**src/hw/rtl/voxel_face_cull_ambient_occlusion_unit_macros.svh**
```systemverilog
// assertion macros for the voxel face cull / ambient occlusion unit
// no dependencies; included by files that carry concurrent checks
`ifndef VOXEL_FACE_CULL_AMBIENT_OCCLUSION_UNIT_MACROS_SVH
`define VOXEL_FACE_CULL_AMBIENT_OCCLUSION_UNIT_MACROS_SVH

`ifndef SYNTH

// property that must hold on every clock edge out of reset
`define VXAO_ASSERT(lbl, prop) \
    lbl: assert property (@(posedge clk) disable iff (!rst_n) (prop)) \
        else $error("vxao check failed");

// consequence that must hold in the cycle after the antecedent
`define VXAO_ASSERT_NEXT(lbl, ante, cons) \
    lbl: assert property (@(posedge clk) disable iff (!rst_n) (ante) |=> (cons)) \
        else $error("vxao check failed");

`else

`define VXAO_ASSERT(lbl, prop)
`define VXAO_ASSERT_NEXT(lbl, ante, cons)

`endif

`endif

```
**src/hw/rtl/vxao_pkg.sv**
```systemverilog
// shared constants, types and neighbour tables for the voxel face cull unit
// no dependencies
package vxao_pkg;

    localparam int KIND_BITS    = 16;
    localparam int POS_BITS     = 24;
    localparam int FACES        = 6;
    localparam int FACE_BITS    = 3;
    localparam int CORNERS      = 4;
    localparam int CORNER_CELLS = 3;
    localparam int NB_CELLS     = 27;
    localparam int NB_IDX_BITS  = 5;
    localparam int LEVEL_BITS   = 8;
    localparam int CODE_BITS    = 2;
    localparam int REG_IDX_BITS = 2;

    // configuration register indexes
    localparam logic [REG_IDX_BITS-1:0] REG_LEVEL_ZERO  = 2'd0;
    localparam logic [REG_IDX_BITS-1:0] REG_LEVEL_ONE   = 2'd1;
    localparam logic [REG_IDX_BITS-1:0] REG_LEVEL_TWO   = 2'd2;
    localparam logic [REG_IDX_BITS-1:0] REG_LEVEL_THREE = 2'd3;

    // reset brightness levels, scaled by 255
    localparam logic [LEVEL_BITS-1:0] LEVEL_ZERO_RST  = 8'd255;
    localparam logic [LEVEL_BITS-1:0] LEVEL_ONE_RST   = 8'd179;
    localparam logic [LEVEL_BITS-1:0] LEVEL_TWO_RST   = 8'd115;
    localparam logic [LEVEL_BITS-1:0] LEVEL_THREE_RST = 8'd26;

    // corner occlusion codes
    localparam logic [CODE_BITS-1:0] AO_CODE_NONE = 2'd0;
    localparam logic [CODE_BITS-1:0] AO_CODE_ONE  = 2'd1;
    localparam logic [CODE_BITS-1:0] AO_CODE_TWO  = 2'd2;
    localparam logic [CODE_BITS-1:0] AO_CODE_FULL = 2'd3;

    typedef struct packed {
        logic [LEVEL_BITS-1:0] zero;
        logic [LEVEL_BITS-1:0] one;
        logic [LEVEL_BITS-1:0] two;
        logic [LEVEL_BITS-1:0] three;
    } vxao_levels_t;

    // face neighbour cell per face, order +X -X +Y -Y +Z -Z
    localparam logic [NB_IDX_BITS-1:0] FACE_NB [FACES] = '{
        5'd14, 5'd12, 5'd22, 5'd4, 5'd16, 5'd10
    };

    // per face and corner: edge cell, edge cell, corner cell
    localparam logic [NB_IDX_BITS-1:0] CORNER_NB [FACES][CORNERS][CORNER_CELLS] = '{
        '{ '{5'd5,  5'd11, 5'd2},  '{5'd23, 5'd11, 5'd20},
           '{5'd23, 5'd17, 5'd26}, '{5'd5,  5'd17, 5'd8}  },
        '{ '{5'd3,  5'd15, 5'd6},  '{5'd21, 5'd15, 5'd24},
           '{5'd21, 5'd9,  5'd18}, '{5'd3,  5'd9,  5'd0}  },
        '{ '{5'd21, 5'd19, 5'd18}, '{5'd21, 5'd25, 5'd24},
           '{5'd23, 5'd25, 5'd26}, '{5'd23, 5'd19, 5'd20} },
        '{ '{5'd3,  5'd7,  5'd6},  '{5'd3,  5'd1,  5'd0},
           '{5'd5,  5'd1,  5'd2},  '{5'd5,  5'd7,  5'd8}  },
        '{ '{5'd7,  5'd17, 5'd8},  '{5'd25, 5'd17, 5'd26},
           '{5'd25, 5'd15, 5'd24}, '{5'd7,  5'd15, 5'd6}  },
        '{ '{5'd1,  5'd9,  5'd0},  '{5'd19, 5'd9,  5'd18},
           '{5'd19, 5'd11, 5'd20}, '{5'd1,  5'd11, 5'd2}  }
    };

endpackage

```
**src/hw/rtl/vxao_face_shade.sv**
```systemverilog
// corner occlusion codes and quad diagonal choice for one face
// depends on vxao_pkg
module vxao_face_shade
(
    input  logic [vxao_pkg::FACE_BITS-1:0]  face,
    input  logic [vxao_pkg::NB_CELLS-1:0]   nmask,
    input  vxao_pkg::vxao_levels_t          levels,
    output logic [vxao_pkg::CORNERS*vxao_pkg::CODE_BITS-1:0] ao_codes,
    output logic                            flip_diagonal
);
    import vxao_pkg::*;

    logic [CORNERS*CORNER_CELLS-1:0] cells;
    logic [CODE_BITS-1:0]            code [CORNERS];
    logic [LEVEL_BITS-1:0]           lvl  [CORNERS];
    logic [LEVEL_BITS:0]             sum_even;
    logic [LEVEL_BITS:0]             sum_odd;

    // gather the edge and corner cells of every corner of the selected face
    always_comb
    begin
        cells = '0;
        for (int f = 0; f < FACES; f++)
        begin
            if (face == FACE_BITS'(f))
            begin
                for (int k = 0; k < CORNERS; k++)
                begin
                    for (int j = 0; j < CORNER_CELLS; j++)
                    begin
                        cells[k*CORNER_CELLS+j] = nmask[CORNER_NB[f][k][j]];
                    end
                end
            end
        end
    end

    // per corner code and its brightness level
    always_comb
    begin
        for (int k = 0; k < CORNERS; k++)
        begin
            if (cells[k*CORNER_CELLS] && cells[k*CORNER_CELLS+1])
            begin
                code[k] = AO_CODE_FULL;
            end
            else
            begin
                code[k] = {1'b0, cells[k*CORNER_CELLS]}
                        + {1'b0, cells[k*CORNER_CELLS+1]}
                        + {1'b0, cells[k*CORNER_CELLS+2]};
            end
            case (code[k])
                AO_CODE_NONE: lvl[k] = levels.zero;
                AO_CODE_ONE:  lvl[k] = levels.one;
                AO_CODE_TWO:  lvl[k] = levels.two;
                default:      lvl[k] = levels.three;
            endcase
        end
    end

    // diagonal choice: split along the brighter pair
    assign sum_even = {1'b0, lvl[0]} + {1'b0, lvl[2]};
    assign sum_odd  = {1'b0, lvl[1]} + {1'b0, lvl[3]};
    assign flip_diagonal = !(sum_even > sum_odd);

    assign ao_codes = {code[3], code[2], code[1], code[0]};

endmodule

```
**src/hw/rtl/voxel_face_cull_ambient_occlusion_unit.sv**
```systemverilog
// top level of the voxel face cull and corner ambient occlusion unit
// depends on vxao_pkg, vxao_face_shade and the unit's assertion macros
//
// usage
//   in channel (in_valid / in_ready): one voxel request with position, id,
//   block flags, 27 neighbour solid bits and six face transparent bits
//   out channel (out_valid / out_ready): one request per visible face, in
//   face order +X -X +Y -Y +Z -Z, last_face marking the voxel's last one
//   cfg port: cfg_write with cfg_index 0..3 loads one brightness level;
//   write only while both channels are quiet
// timing
//   a voxel is registered with its visible-face mask; one face is shaded
//   per cycle, while the output is not stalled, into the output register,
//   so the first face passes the hold stage and then the output register;
//   a voxel stays in the hold stage until its last visible face issues
//   (culled voxels go through at one per cycle, single-face voxels too while
//   the output is not stalled); the next voxel is taken in the cycle that issues the current last face
// reset and stall
//   reset empties both registers and restores the default levels
//   a stalled output register holds its face and freezes the face mask
`include "voxel_face_cull_ambient_occlusion_unit_macros.svh"

module voxel_face_cull_ambient_occlusion_unit
(
    input  logic                                clk,
    input  logic                                rst_n,
    // voxel requests
    input  logic                                in_valid,
    output logic                                in_ready,
    input  logic signed [vxao_pkg::POS_BITS-1:0] world_x,
    input  logic signed [vxao_pkg::POS_BITS-1:0] world_y,
    input  logic signed [vxao_pkg::POS_BITS-1:0] world_z,
    input  logic [vxao_pkg::KIND_BITS-1:0]      block_kind,
    input  logic                                is_air,
    input  logic                                is_solid,
    input  logic                                is_transparent,
    input  logic                                is_cube,
    input  logic                                has_glow,
    input  logic [vxao_pkg::NB_CELLS-1:0]       neighbour_solid_mask,
    input  logic [vxao_pkg::FACES-1:0]          face_transparent_mask,
    // face requests
    output logic                                out_valid,
    input  logic                                out_ready,
    output logic signed [vxao_pkg::POS_BITS-1:0] out_x,
    output logic signed [vxao_pkg::POS_BITS-1:0] out_y,
    output logic signed [vxao_pkg::POS_BITS-1:0] out_z,
    output logic [vxao_pkg::KIND_BITS-1:0]      out_kind,
    output logic [vxao_pkg::FACE_BITS-1:0]      face,
    output logic [vxao_pkg::CORNERS*vxao_pkg::CODE_BITS-1:0] ao_codes,
    output logic                                flip_diagonal,
    output logic                                out_transparent,
    output logic                                out_glow,
    output logic                                last_face,
    // configuration writes
    input  logic                                cfg_write,
    input  logic [vxao_pkg::REG_IDX_BITS-1:0]   cfg_index,
    input  logic [vxao_pkg::LEVEL_BITS-1:0]     cfg_data
);
    import vxao_pkg::*;

    // level registers
    vxao_levels_t                levels_reg;

    // voxel hold stage
    logic [FACES-1:0]            pend_reg;
    logic [FACES-1:0]            pend_next;
    logic signed [POS_BITS-1:0]  hx_reg;
    logic signed [POS_BITS-1:0]  hy_reg;
    logic signed [POS_BITS-1:0]  hz_reg;
    logic [KIND_BITS-1:0]        hkind_reg;
    logic                        htransp_reg;
    logic                        hglow_reg;
    logic [NB_CELLS-1:0]         hmask_reg;

    // face result register
    logic                        out_valid_reg;
    logic                        out_valid_next;
    logic signed [POS_BITS-1:0]  ox_reg;
    logic signed [POS_BITS-1:0]  oy_reg;
    logic signed [POS_BITS-1:0]  oz_reg;
    logic [KIND_BITS-1:0]        okind_reg;
    logic [FACE_BITS-1:0]        oface_reg;
    logic [CORNERS*CODE_BITS-1:0] ocodes_reg;
    logic                        oflip_reg;
    logic                        otransp_reg;
    logic                        oglow_reg;
    logic                        olast_reg;

    logic                        accept;
    logic                        advance;
    logic                        emit;
    logic                        voxel_gives_faces;
    logic [FACES-1:0]            vis_in;
    logic [FACES-1:0]            pend_rest;
    logic [FACE_BITS-1:0]        face_sel;
    logic [CORNERS*CODE_BITS-1:0] sh_codes;
    logic                        sh_flip;

    // visible faces of an incoming voxel
    assign voxel_gives_faces = !is_air && is_solid && is_cube;

    always_comb
    begin
        for (int f = 0; f < FACES; f++)
        begin
            vis_in[f] = voxel_gives_faces
                      && !(neighbour_solid_mask[FACE_NB[f]] && !face_transparent_mask[f]);
        end
    end

    // lowest pending face and what remains after it
    always_comb
    begin
        face_sel = '0;
        for (int f = FACES - 1; f >= 0; f--)
        begin
            if (pend_reg[f])
            begin
                face_sel = FACE_BITS'(f);
            end
        end
    end

    assign pend_rest = pend_reg & (pend_reg - FACES'(1));

    // handshake
    assign advance  = !out_valid_reg || out_ready;
    assign emit     = (pend_reg != '0) && advance;
    assign in_ready = (pend_reg == '0) || (advance && (pend_rest == '0));
    assign accept   = in_valid && in_ready;

    always_comb
    begin
        if (accept)
        begin
            pend_next = vis_in;
        end
        else if (emit)
        begin
            pend_next = pend_rest;
        end
        else
        begin
            pend_next = pend_reg;
        end
    end

    assign out_valid_next = emit || (out_valid_reg && !out_ready);

    // shading of the selected face
    vxao_face_shade u_shade
    (
        .face          (face_sel),
        .nmask         (hmask_reg),
        .levels        (levels_reg),
        .ao_codes      (sh_codes),
        .flip_diagonal (sh_flip)
    );

    // control state and level registers
    always_ff @(posedge clk or negedge rst_n)
    begin
        if (!rst_n)
        begin
            pend_reg         <= '0;
            out_valid_reg    <= 1'b0;
            levels_reg.zero  <= LEVEL_ZERO_RST;
            levels_reg.one   <= LEVEL_ONE_RST;
            levels_reg.two   <= LEVEL_TWO_RST;
            levels_reg.three <= LEVEL_THREE_RST;
        end
        else
        begin
            pend_reg      <= pend_next;
            out_valid_reg <= out_valid_next;
            if (cfg_write)
            begin
                unique case (cfg_index)
                    REG_LEVEL_ZERO:  levels_reg.zero  <= cfg_data;
                    REG_LEVEL_ONE:   levels_reg.one   <= cfg_data;
                    REG_LEVEL_TWO:   levels_reg.two   <= cfg_data;
                    REG_LEVEL_THREE: levels_reg.three <= cfg_data;
                    default:         levels_reg       <= levels_reg;
                endcase
            end
        end
    end

    // voxel payload capture
    always_ff @(posedge clk)
    begin
        if (accept)
        begin
            hx_reg      <= world_x;
            hy_reg      <= world_y;
            hz_reg      <= world_z;
            hkind_reg   <= block_kind;
            htransp_reg <= is_transparent;
            hglow_reg   <= has_glow;
            hmask_reg   <= neighbour_solid_mask;
        end
    end

    // face payload capture
    always_ff @(posedge clk)
    begin
        if (emit)
        begin
            ox_reg      <= hx_reg;
            oy_reg      <= hy_reg;
            oz_reg      <= hz_reg;
            okind_reg   <= hkind_reg;
            oface_reg   <= face_sel;
            ocodes_reg  <= sh_codes;
            oflip_reg   <= sh_flip;
            otransp_reg <= htransp_reg;
            oglow_reg   <= hglow_reg;
            olast_reg   <= (pend_rest == '0);
        end
    end

    assign out_valid       = out_valid_reg;
    assign out_x           = ox_reg;
    assign out_y           = oy_reg;
    assign out_z           = oz_reg;
    assign out_kind        = okind_reg;
    assign face            = oface_reg;
    assign ao_codes        = ocodes_reg;
    assign flip_diagonal   = oflip_reg;
    assign out_transparent = otransp_reg;
    assign out_glow        = oglow_reg;
    assign last_face       = olast_reg;

    // a new voxel only overlaps the issue of the current last face
    `VXAO_ASSERT(a_accept_overlap, !(accept && (pend_reg != '0)) || (emit && (pend_rest == '0)))
    // every issued face lands in the output register
    `VXAO_ASSERT_NEXT(a_emit_fills_out, emit, out_valid_reg)
    // a blocked output freezes the pending face mask
    `VXAO_ASSERT_NEXT(a_stall_holds_mask, (pend_reg != '0) && !advance, $stable(pend_reg))
    // after the last face with no new voxel the hold stage is empty
    `VXAO_ASSERT_NEXT(a_last_empties, emit && (pend_rest == '0) && !accept, pend_reg == '0)

endmodule
```
**config.mk**
```make
export PLATFORM = sky130hd
export DESIGN_NAME = voxel_face_cull_ambient_occlusion_unit
export DESIGN_NICKNAME = d
export VERILOG_FILES = /design/src/hw/rtl/vxao_pkg.sv /design/src/hw/rtl/vxao_face_shade.sv /design/src/hw/rtl/voxel_face_cull_ambient_occlusion_unit.sv
export VERILOG_INCLUDE_DIRS = /design/src /design/src/hw/rtl
export SDC_FILE = /design/constraint.sdc
export NUM_CORES = 1
export LEC_CHECK = 0
export BUFFER_PORTS_ARGS = -buffer_cell sky130_fd_sc_hd__buf_2
export CORE_MARGIN = 4
export CORE_UTILIZATION = 40
export CTS_BUF_LIST = sky130_fd_sc_hd__clkbuf_2
export CTS_CLUSTER_DIAMETER = 60
export CTS_CLUSTER_SIZE = 40
export DETAILED_ROUTE_END_ITERATION = 8
export PLACE_DENSITY = 0.62
export SLEW_MARGIN = 10
export SYNTH_ARGS = -nofsm -noshare
export SYNTH_HDL_FRONTEND = slang
export SYNTH_SLANG_ARGS = --single-unit
```
**constraint.sdc**
```tcl
create_clock -name clk -period 5.9 [get_ports clk]
set_clock_uncertainty 0.05 [all_clocks]
set_input_delay 1.77 -clock clk [delete_from_list [all_inputs] [get_ports clk]]
set_output_delay 1.77 -clock clk [all_outputs]
set_load 0.01 [all_outputs]
```
==> Word-level counts from Yosys, hierarchy flattened <==
Index checks and enable logic that the tools add are counted.
W data, S select, Z words.
{ "word_totals": {"reg_bits": 259, "output_inout_bits": 105} }
{ "op_classes": {"n_mux": 22, "reduce_logical": 55, "bitwise": 1, "add_sub_neg": 11, "n_lt_le_gt_ge": 1, "eq_ne": 16} }
{ "ops": {"columns": ["op", "count"], "rows": [
  ["$pmux W8 S3", 4],
  ["$mux W12", 6],
  ["$logic_and A1 B1 Y1", 22],
  ["$add A8 B8 Y9", 2],
  ["$mux W3", 6],
  ["$logic_not A1 Y1", 16],
  ["$eq A2 B2 Y1 const B", 6],
  ["$logic_not A6 Y1", 2],
  ["$mux W6", 2],
  ["$eq A2 B1 Y1 const B", 5],
  ["$logic_not A2 Y1", 5],
  ["$gt A9 B9 Y1", 1],
  ["$add A1 B1 Y2", 4],
  ["$add A2 B1 Y2", 4],
  ["$mux W2", 4],
  ["$reduce_and A2 Y1", 4],
  ["$and A6 B6 Y6", 1],
  ["$eq A3 B2 Y1 const B", 2],
  ["$eq A3 B3 Y1 const B", 2],
  ["$reduce_bool A6 Y1", 1],
  ["$sub A6 B1 Y6 const B", 1],
  ["$eq A3 B1 Y1 const B", 1],
  ["$logic_not A3 Y1", 1],
  ["$logic_or A1 B1 Y1", 3],
  ["$reduce_bool A2 Y1", 1]
]} }

==> Depth between registers and ports, before layout <==
Gate-level depths: netlist (run 1).
{ "depth": {"depth_word": 21, "depth_mapped": 29} }

==> Hierarchy <==
Synthesis (run 1) repeated with hierarchy kept, for this count alone.
{ "hier_totals": {"cells_unflattened": 703, "hier_area_um2": 11139.4} }
{ "modules_own_cells": {"columns": ["module", "area_each_um2", "instances", "seq_area_each_um2", "cells_each"], "rows": [
  ["voxel_face_cull_ambient_occlusion_unit", 8499.4, 1, 7608.5, 377],
  ["vxao_face_shade", 2640.0, 1, 0.0, 326]
]} }

==> Worst setup path before layout (run 1) <==
No wires, ideal clock.
{ "synth_path": {"path_kind": "in2reg", "from": "input out_ready", "to": "register ocodes_reg[0], in the netlist ao_codes[0], enable pin", "t_arrival_ns": 6.129, "stages": 2, "path_slack_ns": -0.846, "n_path_buf": 0, "setup_ns": 0.567, "path_cell_list": "nor2b_1 -> nor2_1"} }
{ "synth_between": {"elab_chain_len": 2} }
{ "synth_lines": {"columns": ["item", "line_no", "rtl"], "rows": [
  ["start: declaration", "voxel_face_cull_ambient_occlusion_unit.sv:43", "input logic out_ready,"],
  ["$logic_or A1 B1 Y1", "voxel_face_cull_ambient_occlusion_unit.sv:127", "assign advance = !out_valid_reg || out_ready;"],
  ["$logic_and A1 B1 Y1", "voxel_face_cull_ambient_occlusion_unit.sv:128", "assign emit = (pend_reg != '0) && advance;"],
  ["net emit", "voxel_face_cull_ambient_occlusion_unit.sv:91", "logic emit;"],
  ["end signal: assignment", "voxel_face_cull_ambient_occlusion_unit.sv:214", "ocodes_reg <= sh_codes;"],
  ["end: declaration", "voxel_face_cull_ambient_occlusion_unit.sv:83", "logic [CORNERS*CODE_BITS-1:0] ocodes_reg;"]
]} }
The timed path passes the listed nets, and every way through them passes these cells.
A chain may end at the register's enable or synchronous reset.

==> Final worst setup path (run 1) <==
{ "layout_path": {"from": "register pend_reg[1]", "to": "register oflip_reg, in the netlist flip_diagonal, data pin"} }
{ "layout_between": {"elab_chain_len": 17, "word_cells_on_any_way": 50} }
{ "layout_lines": {"columns": ["item", "line_no", "rtl"], "rows": [
  ["start: declaration", "voxel_face_cull_ambient_occlusion_unit.sv:65", "logic [FACES-1:0] pend_reg;"],
  ["start signal: assignment", "voxel_face_cull_ambient_occlusion_unit.sv:174", "pend_reg <= pend_next;"],
  ["$mux W3 (*) (2 in a row)", "voxel_face_cull_ambient_occlusion_unit.sv:117", "if (pend_reg[f])"],
  ["$logic_not A3 Y1", "vxao_face_shade.sv:25", "if (face == FACE_BITS'(f))"],
  ["$mux W12 (5 in a row)", "vxao_face_shade.sv:25", null],
  ["$mux W12 (*)", "vxao_face_shade.sv:25", null],
  ["$add A1 B1 Y2", "vxao_face_shade.sv:50", "+ {1'b0, cells[k*CORNER_CELLS+1]}"],
  ["$add A2 B1 Y2", "vxao_face_shade.sv:51", "+ {1'b0, cells[k*CORNER_CELLS+2]};"],
  ["$mux W2", "vxao_face_shade.sv:43", "if (cells[k*CORNER_CELLS] && cells[k*CORNER_CELLS+1])"],
  ["$eq A2 B2 Y1, or another cell as far along", "vxao_face_shade.sv:53", "case (code[k])"],
  ["$pmux W8 S3", "vxao_face_shade.sv:53", null],
  ["$add A8 B8 Y9 (on tied branches)", "vxao_face_shade.sv:63, vxao_face_shade.sv:64", null],
  ["$gt A9 B9 Y1 (*)", "vxao_face_shade.sv:65", "assign flip_diagonal = !(sum_even > sum_odd);"],
  ["$logic_not A1 Y1 (*)", "vxao_face_shade.sv:65", null],
  ["net sh_flip", "voxel_face_cull_ambient_occlusion_unit.sv:97", "logic sh_flip;"],
  ["end signal: assignment", "voxel_face_cull_ambient_occlusion_unit.sv:215", "oflip_reg <= sh_flip;"],
  ["end: declaration", "voxel_face_cull_ambient_occlusion_unit.sv:84", "logic oflip_reg;"]
]} }
The timed path passes the listed nets; every way through them passes the cells marked *.

==> results.yml, run 1 <==
clock_tree:
  post-cts-setup-buffers: 0
  cts_tree: "done"
  clk_pin_slew_ps: 410
  cts.sinks: 252
  cts_buffer_depth: 3
  cts_max_level: 1
  cts-buffers-inserted: 20
  cts-root-buf: "clkbuf_2"
  worstSkewPairLatency_ps: 920
layout:
  largest_reg_flops: 32
  fin_area_um2: 12750
  fillers: 2379
  drive_above_1_share_pct: 42.96
  layout.nets: 1096
  syn_to_final_growth_pct: 19.33
  final_util_pct: 48.79
power:
  p_leak_nw: 5.165
  intPower_mw: 4.057
  swShare_pct: 38.00
  power_density_nw_per_um2: 513.2
  ir_drop_uv: 328.0
  seqPwrFrac_pct: 37.3
  power_frac_clock_pct: 13.3
  p_comb_share_pct: 49.4
  p_switching_mw: 2.486
placement:
  gp_congestion: 0.8940
  place_area_um2: 12370
  io_buffers: 244
  dp_slack_ps: 389.8
  dp_hpwl_mm: 17.71
synthesis:
  synth-edff-count: 213
  synth_flop_cell: "edfxtp_1"
  synth-xor-area-share_pct: 0.9837
  synthMuxAreaShare_pct: 10.77
  ys_ff_latch: 252
  yosysTopAreaCellShare_pct: 59.87
  ys_warn_count: 0
  synth_compound_gate_area_share_pct: 6.956
  synth.distinct_cells: 58
  synth_area_leader_cell: "edfxtp_1"
  netlist_instances: 663
  async_flop_share_pct: 15.48
  synth_top_family_by_area: "multiplexers"
  synthesis.area_um2: 10680
  ys_seq_area_share_pct: 69.25
  synth_fa_ha_area_share_pct: 4.146
  syn_area_per_cell_um2: 16.11
  yosys.area_share.simple_pct: 6.652
  synth_area_leaders: "edfxtp_1 60%, dfstp_2 5.2%, dfrtp_1 4.2%, mux2_2 3.7%, mux2_4 3.4%"
  syn-num-nets: 835
floorplanning:
  num_rows: 59
  start_util_pct: 40.88
  chipWidth_um: 171.4
  io_pins: 246
  core_area_um2: 26130
  dieArea_um2: 29390
  die_height_um: 171.4
worst_setup_path:
  reg2reg_from: "pend_reg[1]"
  worstSetupPathType: "register to register"
  worst-path-max-fanout: 10
  arrival_ps: 6030
  crit_start: "pend_reg[1]"
  required_ps: 6470
  crit_path_start_kind: "register"
  end_kind: "register"
timing:
  max-slew-margin-rel_pct: 41.48
  timing.final.hold_violations: 0
  fin_crit_sh_pct: 92.60
  slew_violations: 0
  rsz0062_at_grt: "no"
  setup_viol: 0
  max_freq_mhz: 183.0
  min_period_ps: 5464
  worstMarginPinSlew_ps: 877.8
  tns_ps: 0
  setup_ws_ps: 436.5
routing:
  drt-total-wl_mm: 23.55
  vias: 6343
  via_per_inst: 4.963
  drc_errors: 0
  firstDrtPassIters: 5
  drt_iter0_markers: 210
  wire_per_inst_um: 18.43
  drtAntennaViolNets: 0
global_routing:
  grt_pass1_vias: 6418
  grt_pass1_wl_mm: 36.69
  gr-usage-met1_pct: 19.50
  grt_antenna_before_repair: 12
  use_met3_pct: 6.895
  grtUsageMet2_pct: 26.20
  busiest_layer: "met2"
  overflow: 0
  grt_usage_pct: 16.03
  grt_max_degree: 104
worst_hold_path:
  hold_class: "register to register"
  hp-start: "hz_reg[1]"
run_status:
  outcome: "completed"
flow_run:
  drv_cap: 0
-- area by class of cell --
class | instances | area, µm² | share of cell area (%)
tap | 335 | 419.2 | 3.288
timing repair buffer | 261 | 1374 | 10.78
clock inverter | 15 | 222.7 | 1.747
multi-input combinational | 384 | 3198 | 25.08
antenna | 5 | 12.51 | 0.09814
sequential | 252 | 7400 | 58.04
inverter | 5 | 18.77 | 0.1472
clock buffer | 21 | 105.1 | 0.8243
-- power by group through the flow --
stage                     clock (mW)  sequential (mW)  combinational, mW
after CTS                      0.915             2.44               3.26
after floorplan                    0             2.55               2.33
after global placement             0             2.48               3.21
final                          0.869             2.44               3.23
after detailed placement           0             2.48               3.23
after global routing           0.982             2.48               3.67
-- placed cells by master, fill, tap and decap left out, types with 3 or more instances in the layout --
cell | netlist | final
nand3_1 | 5 | 5
dfstp_2 | 21 | 21
nand2_1 | 57 | 57
nor2_1 | 27 | 26
o22ai_1 | 18 | 18
o21ai_0 | 34 | 34
edfxtp_1 | 213 | 213
diode_2 | 0 | 5
clkbuf_2 | 0 | 21
nor2b_1 | 16 | 15
o2bb2ai_4 | 3 | 3
xor2_1 | 5 | 5
fa_1 | 6 | 6
xnor2_1 | 7 | 7
nand2_4 | 4 | 4
nor3_1 | 4 | 3
inv_1 | 5 | 5
nand2b_1 | 6 | 6
dfrtp_1 | 18 | 17
buf_2 | 1 | 244
a21o_1 | 9 | 9
mux2i_1 | 34 | 34
clkinv_8 | 0 | 3
a21oi_1 | 15 | 14
mux2_1 | 5 | 5
buf_4 | 2 | 15
mux2_4 | 24 | 24
a221oi_1 | 5 | 4
mux2_2 | 35 | 35
ha_1 | 25 | 25
-- path summary, 6_finish.rpt --
check	endpoint	slack, ps	cells after the start
worst max-delay path	flip_diagonal	440	23
worst min-delay path	out_z[1]	310	0
worst max register to register	flip_diagonal	440	23
worst min register to register	out_z[1]	310	0
max in group asynchronous	levels_reg[15]	4240	1
min in group asynchronous	levels_reg[10]	910	1
-- repair_timing --
action                                  CTS  global route
hold buffers                              0             0
endpoints found under the setup margin    0             1
gates resized for setup                   0            11
-- metal layers --
layer	routed length (µm)	vias to the layer above	share of wire [%]
li1	-	3075	-
met1	9169	2990	39
met2	11270	209	48
met3	2364	55	10
met4	675	14	2.9
met5	72	-	0.31
-- critical path, cell delays in order, from the launching register on --
cell and delay, ps:
dfrtp_1 480, nor4_4 450, and2_2 370, a221oi_1 150, o2bb2ai_2 260, fa_1 470
nor2b_2 220, nand2_1 80, o21ai_0 90, mux2_4 260, ha_1 210, fa_1 400
a21o_1 180, a21oi_2 160, o21bai_1 80, a21oi_1 200, o21ai_0 140, ha_1 340
nand4_1 100, nor2_1 90, nand4_1 150, nand3_1 120, nand2_1 50, a41oi_1 140
-- per-stage QoR --
step           total power, mW  cells  hold slack [ps]
4_1_cts                  6.619   1273            317.2
3_3_place_gp             5.683   1237            350.4
5_1_grt                  7.134   1278            285.9
2_1_floorplan            4.884    663            350.3
3_5_place_dp             5.714   1237            354.5
6_report                 6.543   1278            310.3
-- logic make-up after synthesis --
kind of cell / after synthesis
adder cells (fa/ha/maj): 32
AND/OR/NAND/NOR: 137
buffers and inverters: 27
XOR/XNOR: 12
multiplexers: 98
AO/OA/AOI/OAI: 105
flip-flops: 252
-- cell usage after synthesis (all sizes together) (4+ instances only) --
library cell and n:
a21o 9, nor2 27, o21ai 34, nand2 61
mux2i 34, edfxtp 213, nand3 5, nor2b 16
clkbuf 16, o2bb2ai 4, xor2 5, xnor2 7
buf 6, dfstp 21, a21oi 15, ha 25
o22ai 18, dfrtp 18, mux2 64, nand2b 6
a221oi 6, inv 5, nor3 4, fa 6
No activity file was read; power rests on OpenSTA's default activity.
==> inputs of run 2 (changes only) <==
- ABC_AREA: not set -> 1
- PLACE_DENSITY: 0.62 -> 0.61
==> results.yml, run 2 <==
run_status:
  outcome: "completed"
synthesis:
  synthTopCellsByCount: "213 x edfxtp_1, 161 x nand2_1, 126 x inv_1, 78 x nand3_1, 49 x o21ai_0"
  synth_area_leaders: "edfxtp_1 59%, nand2_1 5.5%, dfstp_2 5.0%, inv_1 4.3%, dfrtp_1 4.1%"
  synth-edff-count: 213
  synth.distinct_cells: 40
  synthesis.area_um2: 10930
  netlist_instances: 912
  synth_flop_cell: "edfxtp_1"
  async_flop_share_pct: 15.48
  ys_warn_count: 0
  yosysMostFrequentCell: "edfxtp_1"
  synth_area_leader_cell: "edfxtp_1"
  ys_seq_area_share_pct: 67.68
  ys_ff_latch: 252
  syn-num-nets: 1084
  syn_area_per_cell_um2: 11.99
  yosysTopAreaCellShare_pct: 58.51
timing:
  max-slew-margin-rel_pct: 44.28
  worstMarginPinSlew_ps: 835.7
  timing.final.hold_violations: 0
  max_freq_mhz: 183.5
  setup_viol: 0
  min_period_ps: 5451
  slew_violations: 0
  fin_crit_sh_pct: 92.38
  setup_ws_ps: 449.4
worst_setup_path:
  worst-path-max-fanout: 8
  cpPeakStageDelay_ps: 580
  arrival_ps: 5990
  worstRegToRegCells: 27
  r2r-end: "flip_diagonal"
  cpMaxStageDelayCell: "fa_2"
  required_ps: 6440
  worstSetupPathType: "register to register"
  reg2reg_from: "pend_reg[3]"
  reg2reg_setup_slack_ps: 450
  crit_path_start_kind: "register"
  end_kind: "register"
placement:
  io_buffers: 244
  place_area_um2: 12640
  gp_congestion: 0.8569
  dp_slack_ps: 238.7
  dp_hpwl_mm: 19.69
floorplanning:
  num_rows: 60
  io_pins: 246
  die_height_um: 173.3
  start_util_pct: 40.56
  dieArea_um2: 30040
  chipWidth_um: 173.3
  core_area_um2: 26950
clock_tree:
  worstSkewPairLatency_ps: 910
  cts_max_level: 1
  cts_buffer_depth: 3
  clk_pin_slew_ps: 390
  cts_hold_buf: 0
  cts-buffers-inserted: 21
  cts-root-buf: "clkbuf_2"
  cts_tree: "done"
  cts.sinks: 252
global_routing:
  grt_pass1_vias: 7400
  grt_max_degree: 52
  grt_pass1_wl_mm: 40.08
  overflow: 0
  grt_usage_pct: 16.56
  grt_antenna_before_repair: 10
routing:
  firstDrtPassIters: 5
  drt_iter0_markers: 438
  vias: 7552
  drt-total-wl_mm: 25.46
  wire_per_inst_um: 16.45
  via_per_inst: 4.882
  met2_wirelength_mm: 12.43
  wl_met3_mm: 2.060
  wl_met1_mm: 10.36
  drc_errors: 0
  top_layer: "met5"
  drtAntennaViolNets: 0
layout:
  layout.nets: 1358
  syn_to_final_growth_pct: 19.89
  drive_above_1_share_pct: 30.81
  fin_area_um2: 13110
  final_cell_mix: "244 x buf_2, 213 x edfxtp_1, 159 x nand2_1"
  largest_reg_flops: 32
  layout_commonest_cell: "buf_2"
flow_run:
  drv_cap: 0
worst_hold_path:
  worstHoldEndpoint: "out_y[8]"
  hp-start: "hy_reg[8]"
  hold_class: "register to register"
  holdPathStages: 0
-- run 2: through the flow --
stage	TNS, ps	util, %	cells	hold slack, ps
floorplan	0	-	912	350.3
global placement	0	46.90	1499	350.2
detailed placement	0	46.90	1499	354.5
CTS	0	48.18	1537	290.1
global route	-16.49	48.63	1547	278.7
finish	0	48.63	1547	306.5
-- run 2: cells by family after synthesis --
kind of cell               count (synthesis)  share of synthesized area, %
AOI/OAI and AO/OA                        125                         7.051
xor gates and xnor gates                  12                        0.9615
adders and majority gates                 31                         3.960
buffers and inverters                    169                         6.078
DFF                                      252                         67.68
and+or+nand+nor                          323                         14.27
-- run 2: repair_timing --
| action | 4_1_cts | 5_1_grt |
|---|---|---|
| hold endpoints to repair | 0 | 0 |
| endpoints found under the setup margin | 0 | 1 |
| resized for setup | 0 | 24 |
| buffers inserted | 0 | 5 |
-- run 2: worst max-delay path by stage --
stage                           start       endpoint  slack (ps)  depth (start not counted)
after global routing      pend_reg[3]  flip_diagonal         -20                         28
final                     pend_reg[3]  flip_diagonal         450                         27
after global placement    pend_reg[3]  flip_diagonal         320                         24
after CTS                 pend_reg[3]  flip_diagonal          30                         26
after detailed placement  pend_reg[0]  flip_diagonal         240                         28
after floorplan           pend_reg[1]  flip_diagonal         540                         29
-- run 2: layout make-up --
type                    count  area [µm²]
diodes                      5       12.51
clock buffers              21       105.1
clock inverters            17       237.7
fillers                  2432       13840
inverters                 150       579.3
multi-input cells         491        2930
flip-flops and latches    252        7398
well taps                 341       426.7
repair buffers            270        1416
-- run 2: critical path: cells and delay by family, from the launching register on --
kind / cells / cell delay [ps]
XOR/XNOR: 1 / 160
AND/OR/NAND/NOR: 10 / 1410
buffers and inverters: 5 / 570
adder cells (fa/ha/maj): 4 / 1490
AO/OA/AOI/OAI: 7 / 980
flip-flops: 1 / 470
-- run 2: layer usage --
metal | track usage, % | up-vias
li1 | - | 3742
met1 | 21.22 | 3480
met2 | 27.86 | 268
met3 | 4.493 | 52
met4 | 4.589 | 10
met5 | 0 | -
Power of run 2 is left out: the tool's default activity adds up to more than one toggle a clock period on the data nets, which glitch-free logic cannot reach.
